`config.mk`:
```
export PLATFORM = sky130hd
export DESIGN_NAME = ctc_front
export DESIGN_NICKNAME = d
export VERILOG_FILES = /design/src/hdl/ctc_pkg.sv /design/src/hdl/ctc_front.sv
export SDC_FILE = /design/constraint.sdc
export NUM_CORES = 1
export LEC_CHECK = 0
export BUFFER_PORTS_ARGS = -buffer_cell sky130_fd_sc_hd__buf_2
export CORE_ASPECT_RATIO = 1.25
export CORE_MARGIN = 4
export CORE_UTILIZATION = 45
export CTS_CLUSTER_DIAMETER = 150
export CTS_CLUSTER_SIZE = 20
export DETAILED_ROUTE_END_ITERATION = 6
export GPL_ROUTABILITY_DRIVEN = 1
export PLACE_DENSITY = 0.72
export SLEW_MARGIN = 15
export SYNTH_ARGS = -nofsm -noshare
export SYNTH_HDL_FRONTEND = slang
export SYNTH_SLANG_ARGS = --single-unit
```
`constraint.sdc`:
```
create_clock -name clk -period 3.05 [get_ports clk]
set_input_delay 0.61 -clock clk [delete_from_list [all_inputs] [get_ports clk]]
set_output_delay 0.61 -clock clk [all_outputs]
set_load 0.05 [all_outputs]
```
`src/hdl/ctc_pkg.sv`:
```
// Shared types, constants and exp tables for the CTC greedy decoder.
// Used by every module of the block but ctc_ram and ctc_checker; depends on nothing.
package ctc_pkg;

  localparam int MAX_CLASSES = 256;
  localparam int MAX_STEPS   = 1024;
  localparam int CLS_W       = 8;                      // class index
  localparam int CC_W        = 9;                      // class count register
  localparam int SC_W        = 11;                     // step count register
  localparam int LOGIT_W     = 16;
  localparam int EXP_W       = 17;                     // exp result, up to 65536
  localparam int SUM_W       = 25;                     // row sum, up to 256*65536
  localparam int PSUM_W      = 27;                     // sum of probabilities
  localparam int PROB_W      = 16;
  localparam int ADDR_W      = CLS_W + 1;              // ping-pong bank + class
  localparam int RAM_DEPTH   = 2 * MAX_CLASSES;
  localparam int NUM_W       = 34;                     // divider dividend
  localparam int DEN_W       = 25;                     // divider divisor
  localparam int DCNT_W      = 6;
  localparam int Q_DEPTH     = 2;
  localparam int QCNT_W      = 2;
  localparam int EXP_K_MAX   = 12;
  localparam int PADDR_W     = 4;
  localparam int PDATA_W     = 32;

  // register indexes
  localparam logic [1:0] REG_CLASS_COUNT = 2'd0;
  localparam logic [1:0] REG_STEP_COUNT  = 2'd1;
  localparam logic [1:0] REG_KEY_COUNT   = 2'd2;
  localparam logic [1:0] REG_BLANK_INDEX = 2'd3;

  localparam logic KIND_CHAR    = 1'b0;
  localparam logic KIND_SUMMARY = 1'b1;

  typedef struct packed {
    logic                      bank;
    logic signed [LOGIT_W-1:0] best_value;
    logic [CLS_W-1:0]          best_class;
  } row_desc_t;

  typedef struct packed {
    logic      valid;   // a finished row waits at the queue head
    row_desc_t desc;
  } row_head_t;

  typedef struct packed {
    logic [CC_W-1:0]  class_count;  // effective, 2..256
    logic [SC_W-1:0]  step_count;   // effective, 1..1024
    logic [CLS_W-1:0] key_count;
    logic [CC_W-1:0]  blank;        // resolved blank class
  } cfg_eff_t;

  typedef enum logic [12:0] {
    B_IDLE  = 13'b0000000000001,
    B_WALK  = 13'b0000000000010,
    B_DRAIN = 13'b0000000000100,
    B_PWAIT = 13'b0000000001000,
    B_DECID = 13'b0000000010000,
    B_CHAR  = 13'b0000000100000,
    B_STEP  = 13'b0000001000000,
    B_CDIV  = 13'b0000010000000,
    B_CWAIT = 13'b0000100000000,
    B_RDIV  = 13'b0001000000000,
    B_RWAIT = 13'b0010000000000,
    B_SUM   = 13'b0100000000000,
    B_POP   = 13'b1000000000000
  } back_state_t;

  function automatic logic [EXP_W-1:0] exp_int(input logic [3:0] k);
    logic [EXP_W-1:0] r;
    case (k)
      4'd0:    r = 17'd65536;
      4'd1:    r = 17'd24109;
      4'd2:    r = 17'd8869;
      4'd3:    r = 17'd3263;
      4'd4:    r = 17'd1200;
      4'd5:    r = 17'd442;
      4'd6:    r = 17'd162;
      4'd7:    r = 17'd60;
      4'd8:    r = 17'd22;
      4'd9:    r = 17'd8;
      4'd10:   r = 17'd3;
      4'd11:   r = 17'd1;
      default: r = 17'd0;
    endcase
    return r;
  endfunction

  function automatic logic [EXP_W-1:0] exp_hi(input logic [3:0] h);
    logic [EXP_W-1:0] r;
    case (h)
      4'd0:    r = 17'd65536;
      4'd1:    r = 17'd61565;
      4'd2:    r = 17'd57835;
      4'd3:    r = 17'd54331;
      4'd4:    r = 17'd51039;
      4'd5:    r = 17'd47947;
      4'd6:    r = 17'd45042;
      4'd7:    r = 17'd42313;
      4'd8:    r = 17'd39750;
      4'd9:    r = 17'd37341;
      4'd10:   r = 17'd35079;
      4'd11:   r = 17'd32954;
      4'd12:   r = 17'd30957;
      4'd13:   r = 17'd29081;
      4'd14:   r = 17'd27319;
      default: r = 17'd25664;
    endcase
    return r;
  endfunction

  function automatic logic [EXP_W-1:0] exp_lo(input logic [3:0] l);
    logic [EXP_W-1:0] r;
    case (l)
      4'd0:    r = 17'd65536;
      4'd1:    r = 17'd65280;
      4'd2:    r = 17'd65026;
      4'd3:    r = 17'd64772;
      4'd4:    r = 17'd64520;
      4'd5:    r = 17'd64268;
      4'd6:    r = 17'd64018;
      4'd7:    r = 17'd63768;
      4'd8:    r = 17'd63520;
      4'd9:    r = 17'd63272;
      4'd10:   r = 17'd63025;
      4'd11:   r = 17'd62780;
      4'd12:   r = 17'd62535;
      4'd13:   r = 17'd62291;
      4'd14:   r = 17'd62048;
      default: r = 17'd61806;
    endcase
    return r;
  endfunction

endpackage

```
`src/hdl/ctc_front.sv`:
```
// Front end: takes logits, writes each row into one RAM bank, tracks the
// row maximum and queues a descriptor per finished row. Uses ctc_pkg.
module ctc_front (
  input  logic                              clk,
  input  logic                              rst_n,
  input  logic                              clear,
  input  logic [ctc_pkg::CC_W-1:0]          class_count,
  input  logic                              in_valid,
  output logic                              in_ready,
  input  logic signed [ctc_pkg::LOGIT_W-1:0] in_logit,
  output logic                              wr_en,
  output logic [ctc_pkg::ADDR_W-1:0]        wr_addr,
  output logic [ctc_pkg::LOGIT_W-1:0]       wr_data,
  output ctc_pkg::row_head_t                head,
  input  logic                              pop
);

  logic [ctc_pkg::CLS_W-1:0]          idx_r, idx_nxt;
  logic signed [ctc_pkg::LOGIT_W-1:0] best_r, best_nxt;
  logic [ctc_pkg::CLS_W-1:0]          bcls_r, bcls_nxt;
  logic                               bank_r, bank_nxt;
  ctc_pkg::row_desc_t                 q_r [ctc_pkg::Q_DEPTH];
  logic                               wp_r, wp_nxt, rp_r, rp_nxt;
  logic [ctc_pkg::QCNT_W-1:0]         cnt_r, cnt_nxt;
  logic                               acc, row_end, push;
  logic                               take;

  assign in_ready = (cnt_r != ctc_pkg::QCNT_W'(ctc_pkg::Q_DEPTH));
  assign acc      = in_valid && in_ready;
  assign row_end  = acc && ({1'b0, idx_r} == class_count - 1'b1);
  assign push     = row_end;

  assign wr_en   = acc;
  assign wr_addr = {bank_r, idx_r};
  assign wr_data = in_logit;

  assign take = (idx_r == '0) || (in_logit > best_r);

  always_comb begin
    idx_nxt  = idx_r;
    best_nxt = best_r;
    bcls_nxt = bcls_r;
    bank_nxt = bank_r;
    if (acc) begin
      if (take) begin
        best_nxt = in_logit;
        bcls_nxt = idx_r;
      end
      if (row_end) begin
        idx_nxt  = '0;
        bank_nxt = ~bank_r;
      end else begin
        idx_nxt = idx_r + 1'b1;
      end
    end
    wp_nxt  = push ? ~wp_r : wp_r;
    rp_nxt  = pop ? ~rp_r : rp_r;
    cnt_nxt = cnt_r + ctc_pkg::QCNT_W'(push) - ctc_pkg::QCNT_W'(pop);
  end

  always_ff @(posedge clk) begin
    if (!rst_n || clear) begin
      idx_r  <= '0;
      best_r <= '0;
      bcls_r <= '0;
      bank_r <= 1'b0;
      wp_r   <= 1'b0;
      rp_r   <= 1'b0;
      cnt_r  <= '0;
    end else begin
      idx_r  <= idx_nxt;
      best_r <= best_nxt;
      bcls_r <= bcls_nxt;
      bank_r <= bank_nxt;
      wp_r   <= wp_nxt;
      rp_r   <= rp_nxt;
      cnt_r  <= cnt_nxt;
    end
  end

  always_ff @(posedge clk) begin
    if (push) begin
      q_r[wp_r] <= '{bank: bank_r, best_value: best_nxt, best_class: bcls_nxt};
    end
  end

  assign head.valid = (cnt_r != '0);
  assign head.desc  = q_r[rp_r];

endmodule

```
==> results.py <==
metrics = {
    "clock_tree": {
        "cts_tree": "yes",
        "post-cts-setup-buffers": 0,
        "cts.sinks": 88,
        "cts_resized": 0,
        "clockRootBuffer": "clkbuf_16",
        "cts-buffers-inserted": 9,
        "htreeDepth": 3,
        "cts.clk_slew.worst_paths_ps": 70,
        "insertion_delay_ps": 350,
        "clk_path_buf_depth": 2,
        "ctsHoldBuffers": 0,
    },
    "die": {
        "ios": 83,
        "die_x_um": 102,
        "die_h_um": 125,
        "core-area_um2": 10700,
        "die-area_um2": 12800,
        "start_util_pct": 46.5,
        "row_count": 42,
    },
    "yosys": {
        "netlist_top_cells_area": "edfxtp_1, dfxtp_1, mux2_2",
        "syn_area_per_cell_um2": 10.7,
        "ys.flop_type": "edfxtp_1",
        "synth_edf_count": 50,
        "synth_largest_area_cell": "edfxtp_1",
        "syn_nets": 513,
        "ys_warn_count": 0,
        "synth_seq_cells": 88,
        "synth_cell_types": 47,
        "yosysSeqAreaShare_pct": 45.6,
        "synth_top_area_share_pct": 30.3,
        "synthArstFlopShare_pct": 0,
        "synth_area_um2": 4960,
        "synth_cells": 463,
    },
    "power": {
        "leakagePower_nw": 2.45,
        "power_density_nw_per_um2": 496,
        "peakVddDrop_v": 0.000240,
    },
    "final_layout": {
        "stdcell_area_um2": 5820,
        "fin_nets": 584,
        "diodes": 0,
        "syn2layout_area_growth_pct": 17.4,
        "final_core_util_pct": 54.6,
        "drive_above_1_share_pct": 34.0,
    },
    "worst_setup_path": {
        "worstPathRequired_ps": 3280,
        "crit_family": "simple AND/OR/NAND/NOR gates",
        "startpoint_type": "input port",
        "end_kind": "flip-flop",
        "max_stage_delay_ps": 590,
        "cpMaxStageDelayCell": "or4_1",
        "crit_start": "in_logit[15]",
        "timing.rr.end": "bcls_r[5]",
        "arrival_ps": 2990,
        "r2r-start": "best_r[15]",
        "cp_num_buf_inv": 2,
        "rr_worst_depth": 8,
        "path_max_fanout": 48,
        "crit_type": "input port to flip-flop",
        "rrSetupSlack_ps": 290,
        "worstPathCellList": "buf_2, ha_1, nand4_1, or4_1, o211ai_1, buf_4, nor3_1, or3_1",
    },
    "sta": {
        "hold_viol_final": 0,
        "fin_skew_ps": 7.56,
        "period_share_pct": 90.5,
        "timing.slew.headroom_pct": 42.0,
        "worst_pin_slew_ps": 870,
        "rsz0062_at_grt": "false",
        "max_freq_ghz": 0.362,
        "report.final.slew_viol_count": 0,
        "setup-tns-final_ps": 0,
        "setup_viol_count_final": 0,
        "period_minus_slack_ps": 2760,
    },
    "routing": {
        "ant_nets": 0,
        "drc": 0,
        "drtIter0Drc": 174,
        "vias": 3726,
        "drt_pass1_iterations": 4,
        "finalWirelength_um": 10900,
        "vias_per_cell": 5.55,
        "wl_per_cell_um": 16.2,
    },
    "min_path": {
        "min_from": "bank_r",
        "whs_path_depth": 0,
        "hold_end": "q_r[0][24]",
        "hp-class": "flip-flop to flip-flop",
    },
    "outcome": {
        "status": "complete, no violations",
    },
    "placement": {
        "dp_hpwl_um": 7610,
        "port_buffers": 82,
        "gp_congestion": 0.821,
        "postPlaceCellArea_um2": 5510,
    },
    "global_routing": {
        "first_global_vias": 3760,
        "gr-total-overflow": 0,
        "grt_max_degree": 49,
        "antenna_found_initial": 0,
        "grt_first_pass_wirelength_um": 17600,
        "grt_usage_pct": 17.4,
    },
    "job": {
        "cap_violations": 0,
    },
}
[worst max path at each step]
stage | to | depth (start not counted)
2_1_floorplan | q_r[0][0] | 6
3_3_place_gp | q_r[0][5] | 9
3_5_place_dp | bcls_r[3] | 8
4_1_cts | bcls_r[5] | 8
5_1_grt | bcls_r[5] | 8
6_report | bcls_r[5] | 8
[logic make-up after synthesis]
kind of cell             Yosys count  synth area share, %
AND/OR/NAND/NOR                  144                 14.6
buffers and inverters             71                 7.14
AO/OA/AOI/OAI                     73                 11.8
adder cells (fa/ha/maj)           20                 5.05
XOR/XNOR                          18                 3.18
multiplexers                      49                 12.6
flip-flops                        88                 45.6
[routing by layer]
layer	vias to the layer above	part of all wire [%]	track usage, %
met3	19	3.9	2.56
met2	80	53	31.3
met5	-	0	0
met4	0	2.5	8.80
li1	1838	-	-
met1	1789	41	19.6
[worst register-to-register path: cells and delay by family, from the launching register on]
kind / cells / cell delay [ps]
adders and majority gates: 1 / 300
buffers and inverters: 2 / 540
DFF: 1 / 330
and+or+nand+nor: 4 / 1230
AOI/OAI and AO/OA: 1 / 250
[area by class of cell]
type / instances / area [um2]
clock buffers: 11 / 275
clock inverters: 5 / 33.8
fillers: 908 / 4850
inverters: 22 / 82.6
multi-input cells: 304 / 2350
flip-flops and latches: 88 / 2260
well taps: 132 / 165
repair buffers: 109 / 651
[metrics by stage]
step / setup slack [ps] / power (mW) / hold WS, ps / cells
2_1_floorplan: -265 / 1.67 / 468 / 463
3_3_place_gp: 46.5 / 1.79 / 480 / 655
3_5_place_dp: -50.2 / 1.80 / 496 / 655
4_1_cts: 299 / 2.91 / 512 / 671
5_1_grt: 107 / 3.00 / 530 / 671
6_report: 289 / 2.89 / 506 / 671
[layout by cell type (no fill, tap or decap), types with 15 or more instances in the layout]
master	n
inv_1	21
mux2_2	29
nor2_1	15
buf_4	24
ha_1	20
o2bb2ai_1	22
dfxtp_1	38
buf_2	82
nor3_1	44
nand2_1	37
edfxtp_1	50
a211o_1	22
mux2_4	20
[state kept, by name (all words and copies together), names as in the netlist, named ones only]
| register | flops |
|---|---|
| bcls_r | 8 |
| rp_r | 1 |
| cnt_r | 2 |
| bank_r | 1 |
| q_r | 50 |
| idx_r | 8 |
| wp_r | 1 |
| best_r | 16 |
[where the power goes]
group          internal [mW]  switching [mW]  leakage [nW]  total [mW]
sequential              1.27          0.0110         0.778        1.29
clock                  0.653           0.460         0.156        1.11
combinational          0.184           0.306          1.52       0.490
[cell usage after synthesis, drive strengths merged (2+ instances only)]
cell	count
nor2b	6
xnor2	9
ha	20
and3	7
nand4	6
nor4	3
o21ai	5
mux2	49
a21o	3
nand3	4
o22ai	2
inv	22
or2	3
a31oi	2
a21oi	7
or3	4
o2bb2ai	22
a211o	22
xor2	9
and4	2
nor3	44
or4	2
nand2	37
edfxtp	50
buf	28
clkbuf	21
nand2b	3
nor2	17
o211ai	3
nor3b	2
dfxtp	38
(Power assumes the default switching activity.)
