## src/hdl/ctc_pkg.sv

```systemverilog
// Shared types, constants and exp tables for the CTC greedy decoder.
// Used by every module of the block but ctc_ram and ctc_checker; depends on nothing.
package ctc_pkg;

  localparam int MAX_CLASSES = 256;
  localparam int MAX_STEPS   = 1024;
  localparam int CLS_W       = 8;                      // class index
  localparam int CC_W        = 9;                      // class count register
  localparam int SC_W        = 11;                     // step count register
  localparam int LOGIT_W     = 16;
  localparam int EXP_W       = 17;                     // exp result, up to 65536
  localparam int SUM_W       = 25;                     // row sum, up to 256*65536
  localparam int PSUM_W      = 27;                     // sum of probabilities
  localparam int PROB_W      = 16;
  localparam int ADDR_W      = CLS_W + 1;              // ping-pong bank + class
  localparam int RAM_DEPTH   = 2 * MAX_CLASSES;
  localparam int NUM_W       = 34;                     // divider dividend
  localparam int DEN_W       = 25;                     // divider divisor
  localparam int DCNT_W      = 6;
  localparam int Q_DEPTH     = 2;
  localparam int QCNT_W      = 2;
  localparam int EXP_K_MAX   = 12;
  localparam int PADDR_W     = 4;
  localparam int PDATA_W     = 32;

  // register indexes
  localparam logic [1:0] REG_CLASS_COUNT = 2'd0;
  localparam logic [1:0] REG_STEP_COUNT  = 2'd1;
  localparam logic [1:0] REG_KEY_COUNT   = 2'd2;
  localparam logic [1:0] REG_BLANK_INDEX = 2'd3;

  localparam logic KIND_CHAR    = 1'b0;
  localparam logic KIND_SUMMARY = 1'b1;

  typedef struct packed {
    logic                      bank;
    logic signed [LOGIT_W-1:0] best_value;
    logic [CLS_W-1:0]          best_class;
  } row_desc_t;

  typedef struct packed {
    logic      valid;   // a finished row waits at the queue head
    row_desc_t desc;
  } row_head_t;

  typedef struct packed {
    logic [CC_W-1:0]  class_count;  // effective, 2..256
    logic [SC_W-1:0]  step_count;   // effective, 1..1024
    logic [CLS_W-1:0] key_count;
    logic [CC_W-1:0]  blank;        // resolved blank class
  } cfg_eff_t;

  typedef enum logic [12:0] {
    B_IDLE  = 13'b0000000000001,
    B_WALK  = 13'b0000000000010,
    B_DRAIN = 13'b0000000000100,
    B_PWAIT = 13'b0000000001000,
    B_DECID = 13'b0000000010000,
    B_CHAR  = 13'b0000000100000,
    B_STEP  = 13'b0000001000000,
    B_CDIV  = 13'b0000010000000,
    B_CWAIT = 13'b0000100000000,
    B_RDIV  = 13'b0001000000000,
    B_RWAIT = 13'b0010000000000,
    B_SUM   = 13'b0100000000000,
    B_POP   = 13'b1000000000000
  } back_state_t;

  function automatic logic [EXP_W-1:0] exp_int(input logic [3:0] k);
    logic [EXP_W-1:0] r;
    case (k)
      4'd0:    r = 17'd65536;
      4'd1:    r = 17'd24109;
      4'd2:    r = 17'd8869;
      4'd3:    r = 17'd3263;
      4'd4:    r = 17'd1200;
      4'd5:    r = 17'd442;
      4'd6:    r = 17'd162;
      4'd7:    r = 17'd60;
      4'd8:    r = 17'd22;
      4'd9:    r = 17'd8;
      4'd10:   r = 17'd3;
      4'd11:   r = 17'd1;
      default: r = 17'd0;
    endcase
    return r;
  endfunction

  function automatic logic [EXP_W-1:0] exp_hi(input logic [3:0] h);
    logic [EXP_W-1:0] r;
    case (h)
      4'd0:    r = 17'd65536;
      4'd1:    r = 17'd61565;
      4'd2:    r = 17'd57835;
      4'd3:    r = 17'd54331;
      4'd4:    r = 17'd51039;
      4'd5:    r = 17'd47947;
      4'd6:    r = 17'd45042;
      4'd7:    r = 17'd42313;
      4'd8:    r = 17'd39750;
      4'd9:    r = 17'd37341;
      4'd10:   r = 17'd35079;
      4'd11:   r = 17'd32954;
      4'd12:   r = 17'd30957;
      4'd13:   r = 17'd29081;
      4'd14:   r = 17'd27319;
      default: r = 17'd25664;
    endcase
    return r;
  endfunction

  function automatic logic [EXP_W-1:0] exp_lo(input logic [3:0] l);
    logic [EXP_W-1:0] r;
    case (l)
      4'd0:    r = 17'd65536;
      4'd1:    r = 17'd65280;
      4'd2:    r = 17'd65026;
      4'd3:    r = 17'd64772;
      4'd4:    r = 17'd64520;
      4'd5:    r = 17'd64268;
      4'd6:    r = 17'd64018;
      4'd7:    r = 17'd63768;
      4'd8:    r = 17'd63520;
      4'd9:    r = 17'd63272;
      4'd10:   r = 17'd63025;
      4'd11:   r = 17'd62780;
      4'd12:   r = 17'd62535;
      4'd13:   r = 17'd62291;
      4'd14:   r = 17'd62048;
      default: r = 17'd61806;
    endcase
    return r;
  endfunction

endpackage

```

## src/hdl/ctc_exp.sv

```systemverilog
// Three-stage pipelined fixed-point exp(-d) for d in Q8, result in Q16.
// Uses the tables in ctc_pkg.
module ctc_exp (
  input  logic                         clk,
  input  logic                         rst_n,
  input  logic                         in_vld,
  input  logic [ctc_pkg::LOGIT_W-1:0]  d,
  output logic                         out_vld,
  output logic [ctc_pkg::EXP_W-1:0]    e
);

  localparam int P_W = 2 * ctc_pkg::EXP_W;

  logic           v1_r, v2_r, v3_r;
  logic [P_W-1:0] p1_r, p2_r;
  logic [3:0]     lo1_r;
  logic           z1_r, z2_r;
  logic [P_W-1:0] r1;
  logic [ctc_pkg::EXP_W-1:0] a1;

  assign r1 = p1_r + P_W'(32768);
  assign a1 = r1[16 +: ctc_pkg::EXP_W];

  always_ff @(posedge clk) begin
    if (!rst_n) begin
      v1_r <= 1'b0;
      v2_r <= 1'b0;
      v3_r <= 1'b0;
    end else begin
      v1_r <= in_vld;
      v2_r <= v1_r;
      v3_r <= v2_r;
    end
  end

  always_ff @(posedge clk) begin
    p1_r  <= ctc_pkg::exp_int(d[11:8]) * ctc_pkg::exp_hi(d[7:4]);
    lo1_r <= d[3:0];
    z1_r  <= (d[15:8] >= 8'(ctc_pkg::EXP_K_MAX));
    p2_r  <= a1 * ctc_pkg::exp_lo(lo1_r);
    z2_r  <= z1_r;
  end

  logic [P_W-1:0] r2;
  assign r2 = p2_r + P_W'(32768);

  logic [ctc_pkg::EXP_W-1:0] e_r;
  always_ff @(posedge clk) begin
    e_r <= z2_r ? '0 : r2[16 +: ctc_pkg::EXP_W];
  end

  assign out_vld = v3_r;
  assign e       = e_r;

endmodule

```

## src/hdl/ctc_div.sv

```systemverilog
// Restoring divider, one quotient bit per cycle, shared by all divisions.
// Uses ctc_pkg widths.
module ctc_div (
  input  logic                        clk,
  input  logic                        rst_n,
  input  logic                        start,
  input  logic [ctc_pkg::NUM_W-1:0]   num,
  input  logic [ctc_pkg::DEN_W-1:0]   den,
  output logic                        done,
  output logic [ctc_pkg::NUM_W-1:0]   quot
);

  logic                         busy_r, done_r;
  logic [ctc_pkg::DCNT_W-1:0]   cnt_r;
  logic [ctc_pkg::NUM_W-1:0]    q_r;
  logic [ctc_pkg::DEN_W-1:0]    den_r;
  logic [ctc_pkg::DEN_W:0]      rem_r, t, t_sub;
  logic                         ge;

  assign t     = {rem_r[ctc_pkg::DEN_W-1:0], q_r[ctc_pkg::NUM_W-1]};
  assign ge    = (t >= {1'b0, den_r});
  assign t_sub = t - {1'b0, den_r};

  always_ff @(posedge clk) begin
    if (!rst_n) begin
      busy_r <= 1'b0;
      done_r <= 1'b0;
      cnt_r  <= '0;
    end else begin
      done_r <= 1'b0;
      if (start) begin
        busy_r <= 1'b1;
        cnt_r  <= '0;
      end else if (busy_r) begin
        cnt_r <= cnt_r + 1'b1;
        if (cnt_r == ctc_pkg::DCNT_W'(ctc_pkg::NUM_W - 1)) begin
          busy_r <= 1'b0;
          done_r <= 1'b1;
        end
      end
    end
  end

  always_ff @(posedge clk) begin
    if (start) begin
      q_r   <= num;
      den_r <= den;
      rem_r <= '0;
    end else if (busy_r) begin
      rem_r <= ge ? t_sub : t;
      q_r   <= {q_r[ctc_pkg::NUM_W-2:0], ge};
    end
  end

  assign done = done_r;
  assign quot = q_r;

endmodule

```

## src/hdl/ctc_back.sv

```systemverilog
// Back end: walks a stored row through the exp pipe, divides for the
// probability, decides on characters and builds summaries. Uses ctc_pkg,
// ctc_exp and ctc_div.
module ctc_back (
  input  logic                         clk,
  input  logic                         rst_n,
  input  logic                         clear,
  input  ctc_pkg::cfg_eff_t            cfg,
  input  ctc_pkg::row_head_t           head,
  output logic                         pop,
  output logic                         rd_en,
  output logic [ctc_pkg::ADDR_W-1:0]   rd_addr,
  input  logic [ctc_pkg::LOGIT_W-1:0]  rd_data,
  output logic                         out_valid,
  input  logic                         out_ready,
  output logic                         out_kind,
  output logic [ctc_pkg::CLS_W-1:0]    out_class_index,
  output logic [ctc_pkg::PROB_W-1:0]   out_char_prob,
  output logic [ctc_pkg::SC_W-1:0]     out_emitted_count,
  output logic [ctc_pkg::PROB_W-1:0]   out_confidence,
  output logic [ctc_pkg::PROB_W-1:0]   out_blank_ratio,
  output logic                         out_last
);

  ctc_pkg::back_state_t st_r, st_nxt;

  ctc_pkg::row_desc_t              row_r;
  logic [ctc_pkg::CC_W-1:0]        iss_r, rcv_r;
  logic [ctc_pkg::SUM_W-1:0]       sum_r;
  logic [ctc_pkg::PROB_W-1:0]      prob_r, conf_r;
  logic [ctc_pkg::CC_W-1:0]        prev_r;
  logic                            prev_vld_r;
  logic [ctc_pkg::SC_W-1:0]        step_r, blank_r, emit_r;
  logic [ctc_pkg::PSUM_W-1:0]      psum_r;
  logic                            rd_pend_r;
  logic                            emit_now, is_blank, out_free;

  logic                            e_vld;
  logic [ctc_pkg::EXP_W-1:0]       e_val;
  logic [ctc_pkg::LOGIT_W:0]       diff;

  logic                            div_start, div_done;
  logic [ctc_pkg::NUM_W-1:0]       div_num, div_q;
  logic [ctc_pkg::DEN_W-1:0]       div_den;
  logic [ctc_pkg::PROB_W-1:0]      q_sat;

  logic                            ov_r;
  logic                            ok_r, olast_r;
  logic [ctc_pkg::CLS_W-1:0]       ocls_r;
  logic [ctc_pkg::PROB_W-1:0]      oprob_r, oconf_r, oratio_r;
  logic [ctc_pkg::SC_W-1:0]        oemit_r;
  logic                            load_char, load_sum;

  assign diff = {row_r.best_value[ctc_pkg::LOGIT_W-1], row_r.best_value}
              - {rd_data[ctc_pkg::LOGIT_W-1], rd_data};

  ctc_exp u_exp (
    .clk     (clk),
    .rst_n   (rst_n),
    .in_vld  (rd_pend_r),
    .d       (diff[ctc_pkg::LOGIT_W-1:0]),
    .out_vld (e_vld),
    .e       (e_val)
  );

  ctc_div u_div (
    .clk   (clk),
    .rst_n (rst_n),
    .start (div_start),
    .num   (div_num),
    .den   (div_den),
    .done  (div_done),
    .quot  (div_q)
  );

  assign q_sat = (div_q > ctc_pkg::NUM_W'(16'hFFFF)) ? 16'hFFFF
               : div_q[ctc_pkg::PROB_W-1:0];

  assign rd_en   = (st_r == ctc_pkg::B_WALK);
  assign rd_addr = {row_r.bank, iss_r[ctc_pkg::CLS_W-1:0]};

  assign is_blank = ({1'b0, row_r.best_class} == cfg.blank);
  assign emit_now = !is_blank
                  && !(prev_vld_r && ({1'b0, row_r.best_class} == prev_r))
                  && (row_r.best_class < cfg.key_count);

  assign out_free  = !ov_r || out_ready;
  assign load_char = (st_r == ctc_pkg::B_CHAR) && out_free;
  assign load_sum  = (st_r == ctc_pkg::B_SUM) && out_free;
  assign pop       = (st_r == ctc_pkg::B_POP);

  always_comb begin
    div_start = 1'b0;
    div_num   = '0;
    div_den   = '0;
    case (st_r)
      ctc_pkg::B_POP: begin
        div_start = 1'b1;
        div_num   = (ctc_pkg::NUM_W'(1) << 32) + ctc_pkg::NUM_W'(sum_r >> 1);
        div_den   = sum_r;
      end
      ctc_pkg::B_CDIV: begin
        div_start = (emit_r != '0);
        div_num   = ctc_pkg::NUM_W'(psum_r) + ctc_pkg::NUM_W'(emit_r >> 1);
        div_den   = ctc_pkg::DEN_W'(emit_r);
      end
      ctc_pkg::B_RDIV: begin
        div_start = 1'b1;
        div_num   = (ctc_pkg::NUM_W'(blank_r) << 16)
                  + ctc_pkg::NUM_W'(cfg.step_count >> 1);
        div_den   = ctc_pkg::DEN_W'(cfg.step_count);
      end
      default: begin
        div_start = 1'b0;
      end
    endcase
  end

  always_comb begin
    st_nxt = st_r;
    case (st_r)
      ctc_pkg::B_IDLE:  if (head.valid) st_nxt = ctc_pkg::B_WALK;
      ctc_pkg::B_WALK:  if (iss_r == cfg.class_count - 1'b1) st_nxt = ctc_pkg::B_DRAIN;
      ctc_pkg::B_DRAIN: if (rcv_r == cfg.class_count) st_nxt = ctc_pkg::B_POP;
      ctc_pkg::B_POP:   st_nxt = ctc_pkg::B_PWAIT;
      ctc_pkg::B_PWAIT: if (div_done) st_nxt = ctc_pkg::B_DECID;
      ctc_pkg::B_DECID: st_nxt = emit_now ? ctc_pkg::B_CHAR : ctc_pkg::B_STEP;
      ctc_pkg::B_CHAR:  if (out_free) st_nxt = ctc_pkg::B_STEP;
      ctc_pkg::B_STEP:  st_nxt = (step_r >= cfg.step_count) ? ctc_pkg::B_CDIV
                                                            : ctc_pkg::B_IDLE;
      ctc_pkg::B_CDIV:  st_nxt = (emit_r != '0) ? ctc_pkg::B_CWAIT : ctc_pkg::B_RDIV;
      ctc_pkg::B_CWAIT: if (div_done) st_nxt = ctc_pkg::B_RDIV;
      ctc_pkg::B_RDIV:  st_nxt = ctc_pkg::B_RWAIT;
      ctc_pkg::B_RWAIT: if (div_done) st_nxt = ctc_pkg::B_SUM;
      ctc_pkg::B_SUM:   if (out_free) st_nxt = ctc_pkg::B_IDLE;
      default:          st_nxt = ctc_pkg::B_IDLE;
    endcase
  end

  always_ff @(posedge clk) begin
    if (!rst_n || clear) begin
      st_r       <= ctc_pkg::B_IDLE;
      prev_vld_r <= 1'b0;
      prev_r     <= '0;
      step_r     <= '0;
      blank_r    <= '0;
      emit_r     <= '0;
      psum_r     <= '0;
      rd_pend_r  <= 1'b0;
    end else begin
      st_r      <= st_nxt;
      rd_pend_r <= rd_en;
      if (st_r == ctc_pkg::B_DECID) begin
        prev_vld_r <= 1'b1;
        prev_r     <= {1'b0, row_r.best_class};
        step_r     <= step_r + 1'b1;
        if (is_blank) blank_r <= blank_r + 1'b1;
        if (emit_now) begin
          emit_r <= emit_r + 1'b1;
          psum_r <= psum_r + ctc_pkg::PSUM_W'(prob_r);
        end
      end
      // frame over: back to reset values
      if (load_sum) begin
        prev_vld_r <= 1'b0;
        step_r     <= '0;
        blank_r    <= '0;
        emit_r     <= '0;
        psum_r     <= '0;
      end
    end
  end

  always_ff @(posedge clk) begin
    if (st_r == ctc_pkg::B_IDLE) begin
      row_r <= head.desc;
      iss_r <= '0;
      rcv_r <= '0;
      sum_r <= '0;
    end else begin
      if (rd_en) iss_r <= iss_r + 1'b1;
      if (e_vld) begin
        rcv_r <= rcv_r + 1'b1;
        sum_r <= sum_r + ctc_pkg::SUM_W'(e_val);
      end
    end
    if (st_r == ctc_pkg::B_PWAIT && div_done) prob_r <= q_sat;
    if (st_r == ctc_pkg::B_CDIV) conf_r <= '0;
    if (st_r == ctc_pkg::B_CWAIT && div_done) conf_r <= q_sat;
  end

  // output register
  always_ff @(posedge clk) begin
    if (!rst_n || clear) begin
      ov_r <= 1'b0;
    end else if (load_char || load_sum) begin
      ov_r <= 1'b1;
    end else if (out_ready) begin
      ov_r <= 1'b0;
    end
  end

  // ratio quotient stays in the divider until the summary loads
  always_ff @(posedge clk) begin
    if (load_char) begin
      ok_r     <= ctc_pkg::KIND_CHAR;
      ocls_r   <= row_r.best_class;
      oprob_r  <= prob_r;
      oemit_r  <= '0;
      oconf_r  <= '0;
      oratio_r <= '0;
      olast_r  <= 1'b0;
    end else if (load_sum) begin
      ok_r     <= ctc_pkg::KIND_SUMMARY;
      ocls_r   <= '0;
      oprob_r  <= '0;
      oemit_r  <= emit_r;
      oconf_r  <= conf_r;
      oratio_r <= q_sat;
      olast_r  <= 1'b1;
    end
  end

  assign out_valid         = ov_r;
  assign out_kind          = ok_r;
  assign out_class_index   = ocls_r;
  assign out_char_prob     = oprob_r;
  assign out_emitted_count = oemit_r;
  assign out_confidence    = oconf_r;
  assign out_blank_ratio   = oratio_r;
  assign out_last          = olast_r;

endmodule

```

## config.mk

```make
export PLATFORM = sky130hd
export DESIGN_NAME = ctc_back
export DESIGN_NICKNAME = d
export VERILOG_FILES = /design/src/hdl/ctc_pkg.sv /design/src/hdl/ctc_exp.sv /design/src/hdl/ctc_div.sv /design/src/hdl/ctc_back.sv
export SDC_FILE = /design/constraint.sdc
export NUM_CORES = 2
export LEC_CHECK = 0
export BUFFER_PORTS_ARGS = -buffer_cell sky130_fd_sc_hd__buf_4
export CELL_PAD_IN_SITES_DETAIL_PLACEMENT = 1
export CELL_PAD_IN_SITES_GLOBAL_PLACEMENT = 2
export CORE_UTILIZATION = 41
export DETAILED_ROUTE_END_ITERATION = 8
export GPL_TIMING_DRIVEN = 0
export PLACE_DENSITY = 0.84
export SLEW_MARGIN = 40
export SYNTH_ARGS = -nofsm -noshare
export SYNTH_HDL_FRONTEND = slang
export SYNTH_SLANG_ARGS = --single-unit
```

## constraint.sdc

```tcl
create_clock -name clk -period 9.41 [get_ports clk]
set_clock_uncertainty 0.05 [all_clocks]
set_input_delay 0.4705 -clock clk [delete_from_list [all_inputs] [get_ports clk]]
set_output_delay 0.4705 -clock clk [all_outputs]
set_load 0.02 [all_outputs]
```

==> results.py <==
metrics = {
    "run_status": {
        "status": "finished, final reports clean",
    },
    "global_routing": {
        "grtUsageMet3": 0.02054,
        "gr-total-overflow": 0,
        "antenna_found_initial": 2,
        "grt_max_degree": 35,
        "grt_pass1_wl_um": 175800,
        "grt_usage": 0.2377,
        "busiest_layer": "met2",
        "grt_pass1_vias": 31570,
        "use_met1": 0.3025,
        "use_met2": 0.4301,
    },
    "timing": {
        "finalSetupTns_ps": 0,
        "setup_viol": 0,
        "max_freq_mhz": 111.7,
        "relSlewSlack": 0.4170,
        "tightest_slew_ps": 867.9,
        "slew_viol_final": 0,
        "min_period_over_period": 0.9516,
        "finalCriticalPeriod_ps": 8954,
        "hold_violations": 0,
    },
    "critical_path": {
        "cp-start-kind": "flip-flop",
        "arrival_ps": 9420,
        "regToRegSetupSlack_ps": 460,
        "cp.required_ps": 9880,
        "path_max_fanout": 10,
        "worst_path_most_repeated_cell": "fa_1",
        "r2r_end": "u_exp.p1_r[31]",
        "r2r-start": "row_r[8]",
        "max_stage_delay_ps": 720,
        "cpMaxStageDelayCell": "nor3_2",
        "reg2regPathDepth": 35,
        "cp-end-kind": "flip-flop",
        "crit_type": "flip-flop to flip-flop",
    },
    "die": {
        "initial_core_util": 0.4145,
        "core_area_um2": 91800,
        "die_h_um": 306.7,
        "ioPinCount": 164,
        "die-area_um2": 94030,
        "std_cell_rows": 111,
        "die_w_um": 306.7,
    },
    "detailed_routing": {
        "antenna_left": 0,
        "drt_iter0_drc": 1479,
        "dr.pass1.iters": 5,
        "drc": 0,
        "routed_wl_um": 110700,
        "via_count": 29580,
        "avgRoutedWirePerCell_um": 19.38,
        "viasPerCell": 5.178,
    },
    "synth": {
        "synth.largest_area_cell": "fa_1",
        "synthFlopType": "dfxtp_1",
        "yosysUniqueCellTypes": 104,
        "synth.avg_cell_area_um2": 9.112,
        "ys_seq_area_frac": 0.2552,
        "syn_area_um2": 38050,
        "synth_top_family_by_area": "adder cells",
        "synth-edff-count": 140,
        "synthArstFlopShare": 0,
        "synth_fp_nets": 5030,
        "syn_inst": 4176,
        "synth_adder_area_share": 0.3318,
        "synthXorXnorAreaFrac": 0.05580,
        "ys_warn_count": 0,
        "synthSimpleGateAreaFrac": 0.1697,
        "synth.area.top_cells": "fa_1 21%, dfxtp_1 14%, ha_1 12%",
        "ys_ff_latch": 415,
        "synth-compound-area-share": 0.09460,
        "synth_mux_area_frac": 0.01401,
        "yosysTopAreaCellShare": 0.2089,
    },
    "placed_design": {
        "port_buffers": 163,
        "gp_congestion": 0.8974,
        "dp_hpwl_um": 89820,
    },
    "clocking": {
        "htree_levels": 2,
        "clockRootBuffer": "clkbuf_16",
        "cts.sinks": 415,
        "clk_pin_slew_ps": 60,
        "clk_latency_ps": 640,
        "cts_tree": "built",
        "numCtsBuffers": 50,
        "cts_buffer_depth": 3,
    },
    "finish": {
        "area_delta_synth_final_pct": 13.66,
        "drive_gt1_frac": 0.09577,
        "nNetsFinal": 5282,
    },
    "worst_hold_path": {
        "hp-start": "rst_n",
        "hp-class": "primary input to flip-flop",
        "holdPathEnd": "u_exp.v2_r",
        "holdPathStages": 2,
    },
    "job": {
        "cap_viol_max_count": 0,
    },
}
==> worst max-delay path: cells and delay by family, from the launching register on <==
kind,cells,cell delay (ps)
AO/OA/AOI/OAI,12,2160
XOR/XNOR,1,130
adder cells (fa/ha/maj),9,3880
buffers and inverters,7,770
flip-flops,1,310
AND/OR/NAND/NOR,6,1540
==> how the worst max path moves through the flow <==
stage,endpoint,start,slack (ps),cells after the start
after floorplan,u_exp.p1_r[31],rd_data[1],940,36
after global placement,u_exp.p1_r[32],rd_data[0],-1190,35
after detailed placement,u_exp.p1_r[32],rd_data[0],-1380,35
after CTS,u_exp.p1_r[31],row_r[8],20,35
after global routing,u_exp.p1_r[31],row_r[8],-60,37
final,u_exp.p1_r[31],row_r[8],460,35
==> through the flow <==
step	setup slack (ps)	hold WS (ps)	instance area (µm²)	std cells	util
global route	-57.38	76.48	43250	5713	0.4711
finish	455.5	80.79	43250	5713	0.4711
global placement	-1186	364.4	40830	5582	0.4448
CTS	19.27	57.01	42970	5702	0.4681
detailed placement	-1379	370.7	40930	5584	0.4458
floorplan	938.6	259.6	38050	4176	-
==> cell families after synthesis <==
group	after synthesis
adders and majority gates	771
DFF	415
buffers and inverters	764
xor gates and xnor gates	239
and+or+nand+nor	1383
AOI/OAI and AO/OA	551
muxes	53
==> synth_stat cells (60+ instances only) <==
master	count
o21ai_0	87
and2_1	123
nor2_1	436
nand2_1	452
xor2_1	111
nand3_1	74
ha_1	374
xnor2_1	124
and3_1	60
clkbuf_1	106
a21oi_1	187
edfxtp_1	140
inv_1	598
fa_1	397
dfxtp_1	275
==> placed cells by master (no fill, tap or decap), types with 34 or more instances in the layout <==
cell	synthesis	layout
o21ai_0	87	83
fa_1	397	396
nand3_1	74	74
nand4_1	40	40
and3_1	60	60
inv_1	598	598
nand2_1	452	450
edfxtp_1	140	140
clkbuf_16	0	51
nor3_1	36	34
a21oi_1	187	184
xnor2_1	124	121
dfxtp_1	275	275
a211oi_1	39	36
xor2_1	111	111
and2_1	123	122
clkbuf_1	106	109
nor2_1	436	434
buf_4	18	194
a21o_1	51	50
mux2i_1	51	51
ha_1	374	369
==> timing repair <==
item / CTS / global route
buffers inserted: 2 / 10
hold endpoints to repair: 25 / 0
resized for setup: 16 / 47
setup endpoints to repair: 15 / 7
hold buffers: 25 / 0
pin swaps: 1 / 9
==> per-layer routing <==
metal  part of all wire  routed length (µm)
met1               0.43               47810
met2               0.51               56230
met3              0.034                3778
met4              0.026                2883
met5                  0                   0
==> layout make-up <==
type	count	area [µm²]
diodes	1	2.502
flip-flops and latches	415	9709
clock inverters	25	300.3
well taps	1243	1555
multi-input cells	2997	25660
repair buffers	204	1609
plain buffers	159	759.5
clock buffers	68	1400
fillers	10620	48550
inverters	601	2256
==> registers in the layout, indices dropped and copies added, names as in the netlist, 13 cells and up, named ones only <==
name / flops
u_div.quot: 34
psum_r: 27
sum_r: 25
u_div.den_r: 25
u_div.rem_r: 25
row_r: 24
u_exp.p1_r: 18
u_exp.p2_r: 18
u_exp.e: 17
conf_r: 16
out_blank_ratio: 16
out_char_prob: 16
out_confidence: 16
prob_r: 16
st_r: 13
Power is not shown: default switching activity piles up to over one toggle a cycle in this logic, so the estimate is an artifact.
